$ cat src/hw/rtl/gds_pkg.sv
// Shared types, constants and calendar helpers for the date stepper.
// No dependencies; imported by gds_alu, gds_norm, gregorian_date_stepper, date_checker and testbench.
package gds_pkg;

    localparam int unsigned YEAR_W  = 12;
    localparam int unsigned MONTH_W = 4;
    localparam int unsigned DAY_W   = 5;
    localparam int unsigned DELTA_W = 18;
    localparam int unsigned ACC_W   = 19;   // signed day index plus delta
    localparam int unsigned IDX_W   = 17;   // unsigned day index 0..MAX_INDEX
    localparam int unsigned LEN_W   = 11;   // largest step operand: 1461

    localparam logic [YEAR_W-1:0]  YEAR_MIN  = 12'd1800;
    localparam logic [YEAR_W-1:0]  YEAR_MAX  = 12'd2099;
    localparam logic [YEAR_W-1:0]  YEAR_1900 = 12'd1900;
    localparam logic [MONTH_W-1:0] MONTH_JAN = 4'd1;
    localparam logic [MONTH_W-1:0] MONTH_FEB = 4'd2;
    localparam logic [MONTH_W-1:0] MONTH_DEC = 4'd12;
    localparam logic [IDX_W-1:0]   MAX_INDEX = 17'd109572; // 2099-12-31

    localparam logic [1:0] CMD_SET     = 2'd0;
    localparam logic [1:0] CMD_ADVANCE = 2'd1;
    localparam logic [1:0] CMD_DIFF    = 2'd2;

    typedef enum logic [3:0] {
        ST_IDLE,
        ST_LOAD,
        ST_FWD_CHUNK,
        ST_FWD_YEAR,
        ST_FWD_MONTH,
        ST_FWD_DAY,
        ST_APPLY,
        ST_CLAMP,
        ST_INV_CHUNK,
        ST_INV_YEAR,
        ST_INV_MONTH,
        ST_SUBTRACT,
        ST_DONE
    } state_t;

    typedef struct packed {
        logic signed [ACC_W-1:0] a;
        logic signed [ACC_W-1:0] b;
        logic                    sub;
    } alu_req_t;

    typedef struct packed {
        logic signed [ACC_W-1:0] res;
        logic                    neg;
    } alu_rsp_t;

    // Valid for 1800..2099 only: 1800 and 1900 are the century non-leap years there.
    function automatic logic leap_year(input logic [YEAR_W-1:0] y);
        return (y[1:0] == 2'b00) && (y != YEAR_MIN) && (y != YEAR_1900);
    endfunction

    function automatic logic [DAY_W-1:0] month_len(input logic [YEAR_W-1:0] y,
                                                   input logic [MONTH_W-1:0] m);
        logic [DAY_W-1:0] len;
        unique case (m)
            MONTH_FEB: len = leap_year(y) ? 5'd29 : 5'd28;
            4'd4, 4'd6, 4'd9, 4'd11: len = 5'd30;
            default: len = 5'd31;
        endcase
        return len;
    endfunction

    function automatic logic [LEN_W-1:0] year_len(input logic [YEAR_W-1:0] y);
        return leap_year(y) ? 11'd366 : 11'd365;
    endfunction

    // Four years starting at a multiple of four.
    function automatic logic [LEN_W-1:0] chunk_len(input logic [YEAR_W-1:0] y);
        return ((y == YEAR_MIN) || (y == YEAR_1900)) ? 11'd1460 : 11'd1461;
    endfunction

endpackage

$ cat src/hw/rtl/gregorian_date_stepper.sv
// Gregorian date stepper: holds one date in 1800-01-01..2099-12-31; set, advance, difference.
// Set loads the normalized date; advance and difference walk the shared adder through
// four-year chunks, then single years, then months.
// Throughput: one request at a time; the next one is taken while a result waits to be read.
// Reset (rst_n low, asynchronous): date 1800-01-01, sequencer idle, no result pending.
// Depends on gds_pkg, gds_alu, gds_norm.
module gregorian_date_stepper
    import gds_pkg::*;
(
    input  logic                      clk,
    input  logic                      rst_n,

    input  logic                      in_valid,
    output logic                      in_ready,
    input  logic [1:0]                cmd,
    input  logic [13:0]               year_in,
    input  logic [MONTH_W-1:0]        month_in,
    input  logic [DAY_W-1:0]          day_in,
    input  logic signed [DELTA_W-1:0] delta,

    output logic                      out_valid,
    input  logic                      out_ready,
    output logic [YEAR_W-1:0]         year_out,
    output logic [MONTH_W-1:0]        month_out,
    output logic [DAY_W-1:0]          day_out,
    output logic signed [DELTA_W-1:0] days_between,
    output logic                      hit_limit
);

    // Sequencer state and control
    state_t state_reg, state_next;
    logic   out_valid_reg;
    logic   which_reg;        // 0: index the stored date, 1: index the given date
    logic   in_fire;
    logic   out_free;

    // Stored date
    logic [YEAR_W-1:0]  cur_year_reg;
    logic [MONTH_W-1:0] cur_month_reg;
    logic [DAY_W-1:0]   cur_day_reg;

    // Request payload, held for the whole walk
    logic [1:0]                cmd_reg;
    logic signed [DELTA_W-1:0] delta_reg;
    logic [YEAR_W-1:0]         gy_reg;
    logic [MONTH_W-1:0]        gm_reg;
    logic [DAY_W-1:0]          gd_reg;

    // Walk registers
    logic [YEAR_W-1:0]       yy_reg;
    logic [MONTH_W-1:0]      mm_reg;
    logic signed [ACC_W-1:0] acc_reg;
    logic [IDX_W-1:0]        tmp_reg;
    logic                    hit_reg;

    // Result registers
    logic [YEAR_W-1:0]         year_out_reg;
    logic [MONTH_W-1:0]        month_out_reg;
    logic [DAY_W-1:0]          day_out_reg;
    logic signed [DELTA_W-1:0] between_out_reg;
    logic                      hit_out_reg;

    // Normalized request date
    logic [YEAR_W-1:0]  norm_year;
    logic [MONTH_W-1:0] norm_month;
    logic [DAY_W-1:0]   norm_day;

    // Target of the forward walk
    logic [YEAR_W-1:0]  ty;
    logic [MONTH_W-1:0] tm;
    logic [DAY_W-1:0]   td;

    logic chunk_fits;
    logic year_more;
    logic month_more;

    alu_req_t alu_req;
    alu_rsp_t alu_rsp;

    gds_norm u_norm (
        .year_in    (year_in),
        .month_in   (month_in),
        .day_in     (day_in),
        .year_norm  (norm_year),
        .month_norm (norm_month),
        .day_norm   (norm_day)
    );

    gds_alu u_alu (
        .req (alu_req),
        .rsp (alu_rsp)
    );

    assign in_ready = (state_reg == ST_IDLE);
    assign in_fire  = in_valid && in_ready;
    assign out_free = !out_valid_reg || out_ready;

    assign out_valid    = out_valid_reg;
    assign year_out     = year_out_reg;
    assign month_out    = month_out_reg;
    assign day_out      = day_out_reg;
    assign days_between = between_out_reg;
    assign hit_limit    = hit_out_reg;

    assign ty = which_reg ? gy_reg : cur_year_reg;
    assign tm = which_reg ? gm_reg : cur_month_reg;
    assign td = which_reg ? gd_reg : cur_day_reg;

    // Forward walk: whole four-year chunks, then single years, then months
    assign chunk_fits = (ty >= (yy_reg + 12'd4));
    assign year_more  = (yy_reg < ty);
    assign month_more = (mm_reg < tm);

    // Next state
    always_comb
    begin
        state_next = state_reg;
        unique case (state_reg)
            ST_IDLE:
            begin
                if (in_valid)
                begin
                    unique case (cmd)
                        CMD_SET:     state_next = ST_LOAD;
                        CMD_ADVANCE: state_next = ST_FWD_CHUNK;
                        CMD_DIFF:    state_next = ST_FWD_CHUNK;
                        default:     state_next = ST_DONE;   // unused code: report date
                    endcase
                end
            end
            ST_LOAD:      state_next = ST_DONE;
            ST_FWD_CHUNK: state_next = chunk_fits ? ST_FWD_CHUNK : ST_FWD_YEAR;
            ST_FWD_YEAR:  state_next = year_more ? ST_FWD_YEAR : ST_FWD_MONTH;
            ST_FWD_MONTH: state_next = month_more ? ST_FWD_MONTH : ST_FWD_DAY;
            ST_FWD_DAY:
            begin
                if (cmd_reg == CMD_ADVANCE)
                begin
                    state_next = ST_APPLY;
                end
                else if (!which_reg)
                begin
                    state_next = ST_FWD_CHUNK;   // now index the given date
                end
                else
                begin
                    state_next = ST_SUBTRACT;
                end
            end
            ST_APPLY:     state_next = ST_CLAMP;
            ST_CLAMP:     state_next = ST_INV_CHUNK;
            ST_INV_CHUNK: state_next = alu_rsp.neg ? ST_INV_YEAR : ST_INV_CHUNK;
            ST_INV_YEAR:  state_next = alu_rsp.neg ? ST_INV_MONTH : ST_INV_YEAR;
            ST_INV_MONTH: state_next = alu_rsp.neg ? ST_DONE : ST_INV_MONTH;
            ST_SUBTRACT:  state_next = ST_DONE;
            ST_DONE:      state_next = out_free ? ST_IDLE : ST_DONE;
            default:      state_next = ST_IDLE;
        endcase
    end

    // Shared adder operand select
    always_comb
    begin
        alu_req.a   = acc_reg;
        alu_req.b   = '0;
        alu_req.sub = 1'b0;
        unique case (state_reg)
            ST_FWD_CHUNK:
            begin
                alu_req.b = $signed({{(ACC_W-LEN_W){1'b0}}, chunk_len(yy_reg)});
            end
            ST_FWD_YEAR:
            begin
                alu_req.b = $signed({{(ACC_W-LEN_W){1'b0}}, year_len(yy_reg)});
            end
            ST_FWD_MONTH:
            begin
                alu_req.b = $signed({{(ACC_W-DAY_W){1'b0}}, month_len(ty, mm_reg)});
            end
            ST_FWD_DAY:
            begin
                alu_req.b = $signed({{(ACC_W-DAY_W){1'b0}}, td - 5'd1});
            end
            ST_APPLY:
            begin
                alu_req.b = $signed({delta_reg[DELTA_W-1], delta_reg});
            end
            ST_INV_CHUNK:
            begin
                alu_req.b   = $signed({{(ACC_W-LEN_W){1'b0}}, chunk_len(yy_reg)});
                alu_req.sub = 1'b1;
            end
            ST_INV_YEAR:
            begin
                alu_req.b   = $signed({{(ACC_W-LEN_W){1'b0}}, year_len(yy_reg)});
                alu_req.sub = 1'b1;
            end
            ST_INV_MONTH:
            begin
                alu_req.b   = $signed({{(ACC_W-DAY_W){1'b0}}, month_len(yy_reg, mm_reg)});
                alu_req.sub = 1'b1;
            end
            ST_SUBTRACT:
            begin
                // stored date index minus given date index
                alu_req.a   = $signed({{(ACC_W-IDX_W){1'b0}}, tmp_reg});
                alu_req.b   = acc_reg;
                alu_req.sub = 1'b1;
            end
            default:
            begin
                alu_req.b = '0;
            end
        endcase
    end

    // Control state and stored date
    always_ff @(posedge clk or negedge rst_n)
    begin
        if (!rst_n)
        begin
            state_reg     <= ST_IDLE;
            out_valid_reg <= 1'b0;
            cur_year_reg  <= YEAR_MIN;
            cur_month_reg <= MONTH_JAN;
            cur_day_reg   <= 5'd1;
        end
        else
        begin
            state_reg <= state_next;

            if ((state_reg == ST_DONE) && out_free)
            begin
                out_valid_reg <= 1'b1;
            end
            else if (out_ready)
            begin
                out_valid_reg <= 1'b0;
            end

            if (state_reg == ST_LOAD)
            begin
                cur_year_reg  <= gy_reg;
                cur_month_reg <= gm_reg;
                cur_day_reg   <= gd_reg;
            end
            else if ((state_reg == ST_INV_MONTH) && alu_rsp.neg)
            begin
                // remainder is the zero-based day of the month
                cur_year_reg  <= yy_reg;
                cur_month_reg <= mm_reg;
                cur_day_reg   <= acc_reg[DAY_W-1:0] + 5'd1;
            end
        end
    end

    // Walk datapath
    always_ff @(posedge clk)
    begin
        unique case (state_reg)
            ST_IDLE:
            begin
                if (in_fire)
                begin
                    cmd_reg   <= cmd;
                    delta_reg <= delta;
                    gy_reg    <= norm_year;
                    gm_reg    <= norm_month;
                    gd_reg    <= norm_day;
                    yy_reg    <= YEAR_MIN;
                    mm_reg    <= MONTH_JAN;
                    acc_reg   <= '0;
                    which_reg <= 1'b0;
                    hit_reg   <= 1'b0;
                end
            end
            ST_FWD_CHUNK:
            begin
                if (chunk_fits)
                begin
                    acc_reg <= alu_rsp.res;
                    yy_reg  <= yy_reg + 12'd4;
                end
            end
            ST_FWD_YEAR:
            begin
                if (year_more)
                begin
                    acc_reg <= alu_rsp.res;
                    yy_reg  <= yy_reg + 12'd1;
                end
            end
            ST_FWD_MONTH:
            begin
                if (month_more)
                begin
                    acc_reg <= alu_rsp.res;
                    mm_reg  <= mm_reg + 4'd1;
                end
            end
            ST_FWD_DAY:
            begin
                if ((cmd_reg == CMD_DIFF) && !which_reg)
                begin
                    // hold the stored date index, restart on the given date
                    tmp_reg   <= alu_rsp.res[IDX_W-1:0];
                    which_reg <= 1'b1;
                    yy_reg    <= YEAR_MIN;
                    mm_reg    <= MONTH_JAN;
                    acc_reg   <= '0;
                end
                else
                begin
                    acc_reg <= alu_rsp.res;
                end
            end
            ST_APPLY:
            begin
                acc_reg <= alu_rsp.res;
            end
            ST_CLAMP:
            begin
                yy_reg <= YEAR_MIN;
                mm_reg <= MONTH_JAN;
                if (acc_reg < 0)
                begin
                    acc_reg <= '0;
                    hit_reg <= 1'b1;
                end
                else if (acc_reg > $signed({{(ACC_W-IDX_W){1'b0}}, MAX_INDEX}))
                begin
                    acc_reg <= $signed({{(ACC_W-IDX_W){1'b0}}, MAX_INDEX});
                    hit_reg <= 1'b1;
                end
            end
            ST_INV_CHUNK:
            begin
                if (!alu_rsp.neg)
                begin
                    acc_reg <= alu_rsp.res;
                    yy_reg  <= yy_reg + 12'd4;
                end
            end
            ST_INV_YEAR:
            begin
                if (!alu_rsp.neg)
                begin
                    acc_reg <= alu_rsp.res;
                    yy_reg  <= yy_reg + 12'd1;
                end
            end
            ST_INV_MONTH:
            begin
                if (!alu_rsp.neg)
                begin
                    acc_reg <= alu_rsp.res;
                    mm_reg  <= mm_reg + 4'd1;
                end
            end
            ST_SUBTRACT:
            begin
                acc_reg <= alu_rsp.res;
            end
            default:
            begin
                acc_reg <= acc_reg;
            end
        endcase
    end

    // Result register: load once the previous result has been taken
    always_ff @(posedge clk)
    begin
        if ((state_reg == ST_DONE) && out_free)
        begin
            year_out_reg    <= cur_year_reg;
            month_out_reg   <= cur_month_reg;
            day_out_reg     <= cur_day_reg;
            between_out_reg <= (cmd_reg == CMD_DIFF) ? acc_reg[DELTA_W-1:0] : '0;
            hit_out_reg     <= (cmd_reg == CMD_ADVANCE) ? hit_reg : 1'b0;
        end
    end

`ifndef SYNTH
    // Stored date stays a valid calendar date in range
    assert property (@(posedge clk) disable iff (!rst_n)
        (cur_year_reg >= YEAR_MIN) && (cur_year_reg <= YEAR_MAX)
        && (cur_month_reg >= MONTH_JAN) && (cur_month_reg <= MONTH_DEC)
        && (cur_day_reg != '0)
        && (cur_day_reg <= month_len(cur_year_reg, cur_month_reg)))
        else $error("stored date out of range");

    // Inverse walk only sees a saturated index
    assert property (@(posedge clk) disable iff (!rst_n)
        ((state_reg == ST_INV_CHUNK) || (state_reg == ST_INV_YEAR)
         || (state_reg == ST_INV_MONTH))
        |-> ((acc_reg >= 0)
             && (acc_reg <= $signed({{(ACC_W-IDX_W){1'b0}}, MAX_INDEX}))))
        else $error("inverse walk index out of range");

    // Inverse chunk walk never runs past the last chunk
    assert property (@(posedge clk) disable iff (!rst_n)
        (state_reg == ST_INV_CHUNK) |-> (yy_reg <= YEAR_MAX))
        else $error("inverse walk past last year");

    // A taken request blocks the input until its result is issued
    assert property (@(posedge clk) disable iff (!rst_n)
        in_fire |=> !in_ready)
        else $error("request taken while busy");

    // A finished result reaches the output register
    assert property (@(posedge clk) disable iff (!rst_n)
        ((state_reg == ST_DONE) && out_free) |=> (out_valid && in_ready))
        else $error("result not issued");
`endif

endmodule

$ cat src/hw/rtl/gds_alu.sv
// Shared add/subtract unit of the date stepper sequencer.
// Depends on gds_pkg.
module gds_alu
    import gds_pkg::*;
(
    input  alu_req_t req,
    output alu_rsp_t rsp
);

    logic signed [ACC_W-1:0] sum;

    assign sum     = req.sub ? (req.a - req.b) : (req.a + req.b);
    assign rsp.res = sum;
    assign rsp.neg = sum[ACC_W-1];

endmodule

$ cat src/hw/rtl/gds_norm.sv
// Date normalization: century expansion, year/month clamp, day clamp to 1..month length.
// Depends on gds_pkg.
module gds_norm
    import gds_pkg::*;
(
    input  logic [13:0]        year_in,
    input  logic [MONTH_W-1:0] month_in,
    input  logic [DAY_W-1:0]   day_in,
    output logic [YEAR_W-1:0]  year_norm,
    output logic [MONTH_W-1:0] month_norm,
    output logic [DAY_W-1:0]   day_norm
);

    logic [13:0]      year_exp;
    logic [DAY_W-1:0] len;

    always_comb
    begin
        if (year_in < 14'd50)
        begin
            year_exp = year_in + 14'd2000;
        end
        else if (year_in < 14'd100)
        begin
            year_exp = year_in + 14'd1900;
        end
        else
        begin
            year_exp = year_in;
        end

        if (year_exp < {2'b00, YEAR_MIN})
        begin
            year_norm = YEAR_MIN;
        end
        else if (year_exp > {2'b00, YEAR_MAX})
        begin
            year_norm = YEAR_MAX;
        end
        else
        begin
            year_norm = year_exp[YEAR_W-1:0];
        end

        if (month_in < MONTH_JAN)
        begin
            month_norm = MONTH_JAN;
        end
        else if (month_in > MONTH_DEC)
        begin
            month_norm = MONTH_DEC;
        end
        else
        begin
            month_norm = month_in;
        end

        len = month_len(year_norm, month_norm);

        if (day_in == '0)
        begin
            day_norm = 5'd1;
        end
        else if (day_in > len)
        begin
            day_norm = len;
        end
        else
        begin
            day_norm = day_in;
        end
    end

endmodule

$ cat config.mk
export PLATFORM = sky130hd
export DESIGN_NAME = gregorian_date_stepper
export DESIGN_NICKNAME = d
export VERILOG_FILES = /design/src/hw/rtl/gds_pkg.sv /design/src/hw/rtl/gregorian_date_stepper.sv /design/src/hw/rtl/gds_alu.sv /design/src/hw/rtl/gds_norm.sv
export SDC_FILE = /design/constraint.sdc
export NUM_CORES = 1
export LEC_CHECK = 0
export BUFFER_PORTS_ARGS = -buffer_cell sky130_fd_sc_hd__buf_4
export CAP_MARGIN = 20
export CORE_UTILIZATION = 52
export CTS_CLUSTER_SIZE = 20
export DETAILED_ROUTE_END_ITERATION = 6
export PLACE_DENSITY = 0.71
export SLEW_MARGIN = 20
export SYNTH_ARGS = -nofsm -noshare
export SYNTH_HDL_FRONTEND = slang
export SYNTH_SLANG_ARGS = --single-unit
$ cat constraint.sdc
create_clock -name clk -period 7.65 [get_ports clk]
set_clock_uncertainty 0.05 [all_clocks]
set_input_delay 1.1475 -clock clk [delete_from_list [all_inputs] [get_ports clk]]
set_output_delay 1.1475 -clock clk [all_outputs]
set_load 0.02 [all_outputs]
==> results of run 1 <==
worst max-delay path, cell delays in order, from the launching register on:
cell and delay [ns]:
dfrtp_1 0.84, nand2b_1 0.54, nor2_2 0.67, a222oi_1 0.24, o221ai_1 0.23, inv_1 0.12
ha_1 0.23, and4_1 0.19, o211ai_1 0.34, a21oi_1 0.09, xnor2_1 0.16, ha_1 0.35
inv_1 0.08, nor3_1 0.20, o221ai_1 0.17, a21oi_1 0.29, or3_1 0.20, nand3_1 0.22
o31a_1 0.34, a2111oi_0 0.56
where the power goes:
part | switching, W | internal, W | total [W] | leakage, nW
Sequential | 0.000338 | 0.00148 | 0.00182 | 1.57
Clock | 0.000372 | 0.000485 | 0.000858 | 0.280
Combinational | 0.00192 | 0.00133 | 0.00325 | 2.83
per-stage QoR:
step / std cells / total power, W / hold WS [ns] / area (sq um) / util
final: 1358 / 0.00593 / 0.424 / 11800 / 0.608
after global routing: 1358 / 0.00639 / 0.449 / 11800 / 0.608
after CTS: 1358 / 0.00589 / 0.432 / 11800 / 0.608
after detailed placement: 1326 / 0.00501 / 0.421 / 11200 / 0.577
after global placement: 1326 / 0.00493 / 0.412 / 11200 / 0.577
after floorplan: 1004 / 0.00415 / 0.393 / 10300 / -
layout make-up:
class                      count  area share
clock buffer                  18      0.0364
clock inverter                14      0.0131
inverter                      61      0.0194
multi-input combinational    741       0.441
sequential                   161       0.400
tap                          265      0.0281
timing repair buffer          98      0.0624
synthesized netlist by cell type, drive strengths merged, types with 13 or more instances:
cell / count
dfrtp: 20
mux2i: 15
a21oi: 43
and3: 13
nor2: 75
a22oi: 23
mux2: 24
edfxtp: 135
nand3: 21
o21ai: 70
and2: 24
nand2: 83
clkbuf: 31
xor2: 22
nand2b: 18
ha: 66
nor3: 22
xnor2: 35
inv: 61
nor2b: 26
logic make-up (layout without fill, tap and decap cells):
| family | count (synthesis) | count (layout) |
|---|---|---|
| simple gates | 330 | 330 |
| fa+ha+maj | 67 | 67 |
| flops | 161 | 161 |
| buf+inv | 102 | 191 |
| mux | 39 | 39 |
| xor+xnor | 57 | 57 |
| compound gates | 248 | 248 |
per-layer routing:
layer	part of all wire	up-vias
met4	0.018	0
met5	0	-
met3	0.069	39
met2	0.44	350
met1	0.48	3948
li1	-	3878
worst max-delay path by stage:
stage / startpoint / endpoint / slack [ns] / cells past startpoint
3_3_place_gp: state_reg[3] / yy_reg[0] / 1.56 / 19
4_1_cts: state_reg[3] / yy_reg[1] / 1.25 / 19
2_1_floorplan: yy_reg[2] / acc_reg[0] / 1.06 / 20
3_5_place_dp: state_reg[3] / yy_reg[1] / 1.30 / 19
5_1_grt: state_reg[3] / yy_reg[1] / 0.62 / 19
6_report: state_reg[3] / yy_reg[0] / 1.16 / 19
==> results by group, run 1 <==
Global routing
  – GRT met1 Usage: 0.392
  – Global-route wire length before repair: 41100 um
  – Global route hottest layer: met2
  – Grt met3 use: 0.0416
  – Initial antenna violation count: 0
  – Met2 global-route usage: 0.400
  – GR Overflow Total: 0
  – Vias in the first global route: 7701
  – Pin count of the biggest net entering global routing: 41
  – Total global-route track usage: 0.267

Min path
  – Hold depth: 0
  – HP Start: cur_year_reg[2]
  – Worst min-delay path class: flip-flop to flip-flop
  – Worst Hold End: year_out[2]

Clock tree
  – CTS tree: yes
  – Clock buffer depth: 2
  – CTS resizes: 0
  – Reg clk slew, reported paths: 0.07 ns
  – Hold_buf cts: 0
  – Clock net sink count: 161
  – CTS Root Cell: clkbuf_16
  – H-tree lvl count: 4
  – Postcts setup bufs: 0
  – Inserted Clock Buffers: 17
  – Worst skew pair latency: 0.44 ns

Timing
  – Fmax: 0.154 GHz
  – Slew @ Worst Pin: 1.07 ns
  – Final worst slack: 1.16 ns
  – Final period util: 0.849
  – Clock period minus worst slack: 6.49 ns
  – Total negative setup slack: 0 ns
  – Max_slew headroom: 0.289
  – Unrepaired setup endpoints after global routing: no
  – Final Max Tran Viols: 0
  – Final Hold Vio Count: 0
  – Final setup fails: 0

Finish
  – Most frequent cells in the layout: 135 x edfxtp_1, 98 x buf_4, 81 x nand2_1, 72 x nor2_1, 66 x ha_1
  – Layout area overhead: 14.6%
  – Commonest non-fill, non-tap cell in the layout: edfxtp_1
  – Largest register FFs: 19
  – # fillers: 1681
  – Fraction of layout cells with a size suffix above 1: 0.173
  – Ant. Diodes: 0
  – Register area: 4710 sq um
  – Multi-input gate area: 5200 sq um
  – Layout Nets: 1194

Placed design
  – GPL Wtd Cong: 0.925
  – Buffers on Ports: 88
  – Post-place setup slack: 1.30 ns
  – DPL Wire Length: 18800 um

Detailed routing
  – First-pass detailed-route iteration total: 7
  – Vias post-DR: 8215
  – DR iter-0 viols: 646
  – WL per Instance: 19.2 um
  – # DRC: 2
  – Antenna Violating Nets Remaining: 0
  – Vias/cell: 6.05
  – DRT Wirelength: 26000 um

Synth
  – Most used DFF post-synth: edfxtp_1
  – Synth Area in Adders: 0.0822
  – Synth Area in Simple Gates: 0.164
  – Synth Area in Compound Gates: 0.167
  – Largest family of logic cells by synthesized area: compound AO/OA/AOI/OAI gates
  – Xor and xnor area share after synthesis: 0.0493
  – Synth top area cells: edfxtp_1 39%, ha_1 8.0%, dfrtp_1 4.9%
  – Mux share of post-synthesis cell area: 0.0409
  – Mapped Area: 10300 sq um
  – Top cell type's share of synthesized area: 0.394
  – Yosys reg bits: 161
  – Mapped Cells: 1004
  – Syn. warnings: 0
  – Synth Area per Inst: 10.2 sq um
  – Seq/Total Area, Yosys: 0.458
  – Number of synthesized flops with an enable pin: 135
  – Yosys cell types: 86
  – Syn Nets: 1118
  – Ys async rst share: 0.161
  – Area leader, netlist: edfxtp_1

Floorplanning
  – Io pins: 89
  – Starting density of the core: 0.530
  – Die height: 143 um
  – Die width: 143 um
  – Core Area: 19400 sq um
  – Row count: 51
  – Die area: 20300 sq um

Pwr
  – Pleak: 4.68 nW
  – Worst VDD drop: 0.273 mV
  – Power Density: 503 nW/um^2

Worst setup path
  – R2r endpoint: yy_reg[0]
  – Crit Path Class: flip-flop to flip-flop
  – WP data required: 7.67 ns
  – Worst setup EP type: flip-flop
  – Worst path arrival time: 6.51 ns
  – R2r setup slk: 1.16 ns
  – Worst r2r src: state_reg[3]
  – Startpoint Class: flip-flop
  – Crit-path max FO: 26
  – Reg2Reg Depth: 19

Status
  – Status: finished with violations
  – Failing checks: DRC

Run
  – Max cap viols: 0
Power figures use the tool's default switching activity.
==> run 2, diff against run 1 <==
- PLACE_DENSITY: 0.71 -> 0.74
- clock period: 7.65 -> 5.6 ns (I/O delays scaled with it)
==> results by group, run 2 (synthesis results as in run 1) <==
Worst setup path
  – Largest delay share family, worst path: compound AO/OA/AOI/OAI gates
  – Startpoint Class: flip-flop
  – WP data required: 5.70 ns (-1.97 ns)
  – Slowest stage cell, crit path: edfxtp_1
  – CP bufs+invs: 4 (+2)
  – Crit Path Class: flip-flop to flip-flop
  – CP max stage delay: 0.42 ns (-0.42 ns)
  – Cell mode on critical path: ha_1
  – Worst setup EP type: flip-flop
  – Worst path cell trace: ha_1 > and3_1 > o2111ai_2 > buf_4 > xnor2_1 > and2_1 > o221ai_2 > inv_1 > ha_1 > and4_1 > o211ai_1 > a21oi_1 > xnor2_1 > ha_1 > inv_1 > nor3_1 > o221ai_1 > a21oi_2 > or3_1 > nand3_1 > o31a_1 > a2111oi_2 > buf_4
  – Worst path arrival time: 5.37 ns (-1.14 ns)
  – Crit-path max FO: 5 (-81%)

Placed design
  – Buffers on Ports: 88 (unchanged)
  – GPL Wtd Cong: 0.994 (+7.4%)
  – DPL Wire Length: 19700 um (+4.9%)

Detailed routing
  – Vias post-DR: 8259 (+0.54%)
  – WL per Instance: 18.8 um (-1.8%)
  – DRT Wirelength: 26300 um (+0.99%)
  – Vias/cell: 5.91 (-2.3%)
  – First-pass detailed-route iteration total: 7 (unchanged)
  – DR iter-0 viols: 811 (+26%)
  – Antenna Violating Nets Remaining: 0 (unchanged)
  – # DRC: 0 (-2)

Finish
  – Ant. Diodes: 0 (unchanged)
  – # fillers: 1583 (-5.8%)
  – Register area: 4710 sq um (unchanged)
  – Layout Nets: 1233 (+3.3%)
  – Most frequent cells in the layout: 136 x buf_4, 135 x edfxtp_1, 81 x nand2_1, 73 x nor2_1, 66 x ha_1
  – Multi-input gate area: 5270 sq um (+1.4%)
  – Commonest non-fill, non-tap cell in the layout: buf_4
  – Final Util: 0.628 (+0.0206)
  – Fraction of layout cells with a size suffix above 1: 0.211 (+0.0382)
  – Layout area overhead: 18.5%
  – Largest register FFs: 19 (unchanged)

Clock tree
  – Clock net sink count: 161 (unchanged)
  – Reg clk slew, reported paths: 0.06 ns (about the same)
  – H-tree lvl count: 4 (unchanged)
  – CTS tree: yes
  – CTS Root Cell: clkbuf_16
  – Inserted Clock Buffers: 17 (unchanged)
  – Clock buffer depth: 2 (unchanged)
  – Worst skew pair latency: 0.43 ns (about the same)

Timing
  – Max_slew headroom: 0.309 (+0.0200)
  – Final setup fails: 0 (unchanged)
  – Fmax: 0.190 GHz (+23%)
  – Final Hold Vio Count: 0 (unchanged)
  – Clock period minus worst slack: 5.28 ns (-1.22 ns)
  – Worst Hold Slack: 0.263 ns (-0.161 ns)
  – Final Max Tran Viols: 0 (unchanged)
  – Total negative setup slack: 0 ns (unchanged)
  – Slew @ Worst Pin: 1.04 ns (-0.0300 ns)
  – Final period util: 0.942 (+0.0933)

Floorplanning
  – Die width: 143 um (unchanged)
  – Core Area: 19400 sq um (unchanged)
  – Die height: 143 um (unchanged)
  – Io pins: 89 (unchanged)
  – Row count: 51 (unchanged)
  – Die area: 20300 sq um (unchanged)
  – Starting density of the core: 0.530 (unchanged)

Global routing
  – Global-route wire length before repair: 41200 um (about the same)
  – GR Overflow Total: 0 (unchanged)
  – Vias in the first global route: 7673 (-0.36%)
  – Pin count of the biggest net entering global routing: 41 (unchanged)
  – Total global-route track usage: 0.268 (+0.000893)
  – Initial antenna violation count: 0 (unchanged)

Pwr
  – Power Density: 697 nW/um^2 (+38%)
  – Pleak: 4.90 nW (+4.7%)
  – Worst VDD drop: 0.365 mV (+34%)

Min path
  – Worst min-delay path class: input pin to async pin

Run
  – Max cap viols: 0 (unchanged)

Status
  – Status: finished, final reports clean
## run 2: cell type report
cell class                      instances  area share
Sequential cell                       161       0.387
Inverter                               61      0.0188
Timing Repair Buffer                  137      0.0854
Clock inverter                         12      0.0130
Tap cell                              265      0.0272
Multi-Input combinational cell        741       0.432
Clock buffer                           20      0.0367
## run 2: what timing repair did
item / in CTS / in global routing
hold buffers: 0 / 0
endpoints found under the hold margin: 0 / 0
resized for setup: 0 / 14
buffers inserted: 0 / 5
endpoints found under the setup margin: 0 / 59
## run 2: worst paths after layout
| check | slack [ns] | from | depth (start not counted) | to |
|---|---|---|---|---|
| max | 0.32 | yy_reg[2] | 23 | yy_reg[1] |
| min | 0.26 | rst_n | 1 | cur_year_reg[6] |
| max reg2reg | 0.32 | yy_reg[2] | 23 | yy_reg[1] |
| min reg2reg | 0.44 | cur_month_reg[0] | 2 | cur_month_reg[0] |
| max in group asynchronous | 4.93 | rst_n | 1 | cur_month_reg[0] |
| min in group clk | 0.44 | cur_month_reg[0] | 2 | cur_month_reg[0] |
## run 2: per-layer routing
metal | global-route usage | share of wire
met5 | 0 | 0
met4 | 0.0917 | 0.021
met3 | 0.0610 | 0.094
met2 | 0.390 | 0.43
met1 | 0.391 | 0.46
## run 2: report_power, final
group | switching, W | internal [W]
sequential | 0.000367 | 0.00203
clock | 0.000477 | 0.000715
combinational | 0.00286 | 0.00205
total | 0.00370 | 0.00479
## run 2: through the flow
stage,worst slack [ns],std cells,instance area [sq um],power (W)
after global routing,-0.0185,1397,12200,0.00910
after floorplan,0.118,1004,10300,0.00568
final,0.324,1397,12200,0.00849
after CTS,0.00437,1392,12100,0.00832
after global placement,0.243,1360,11500,0.00697
after detailed placement,0.0661,1360,11500,0.00708
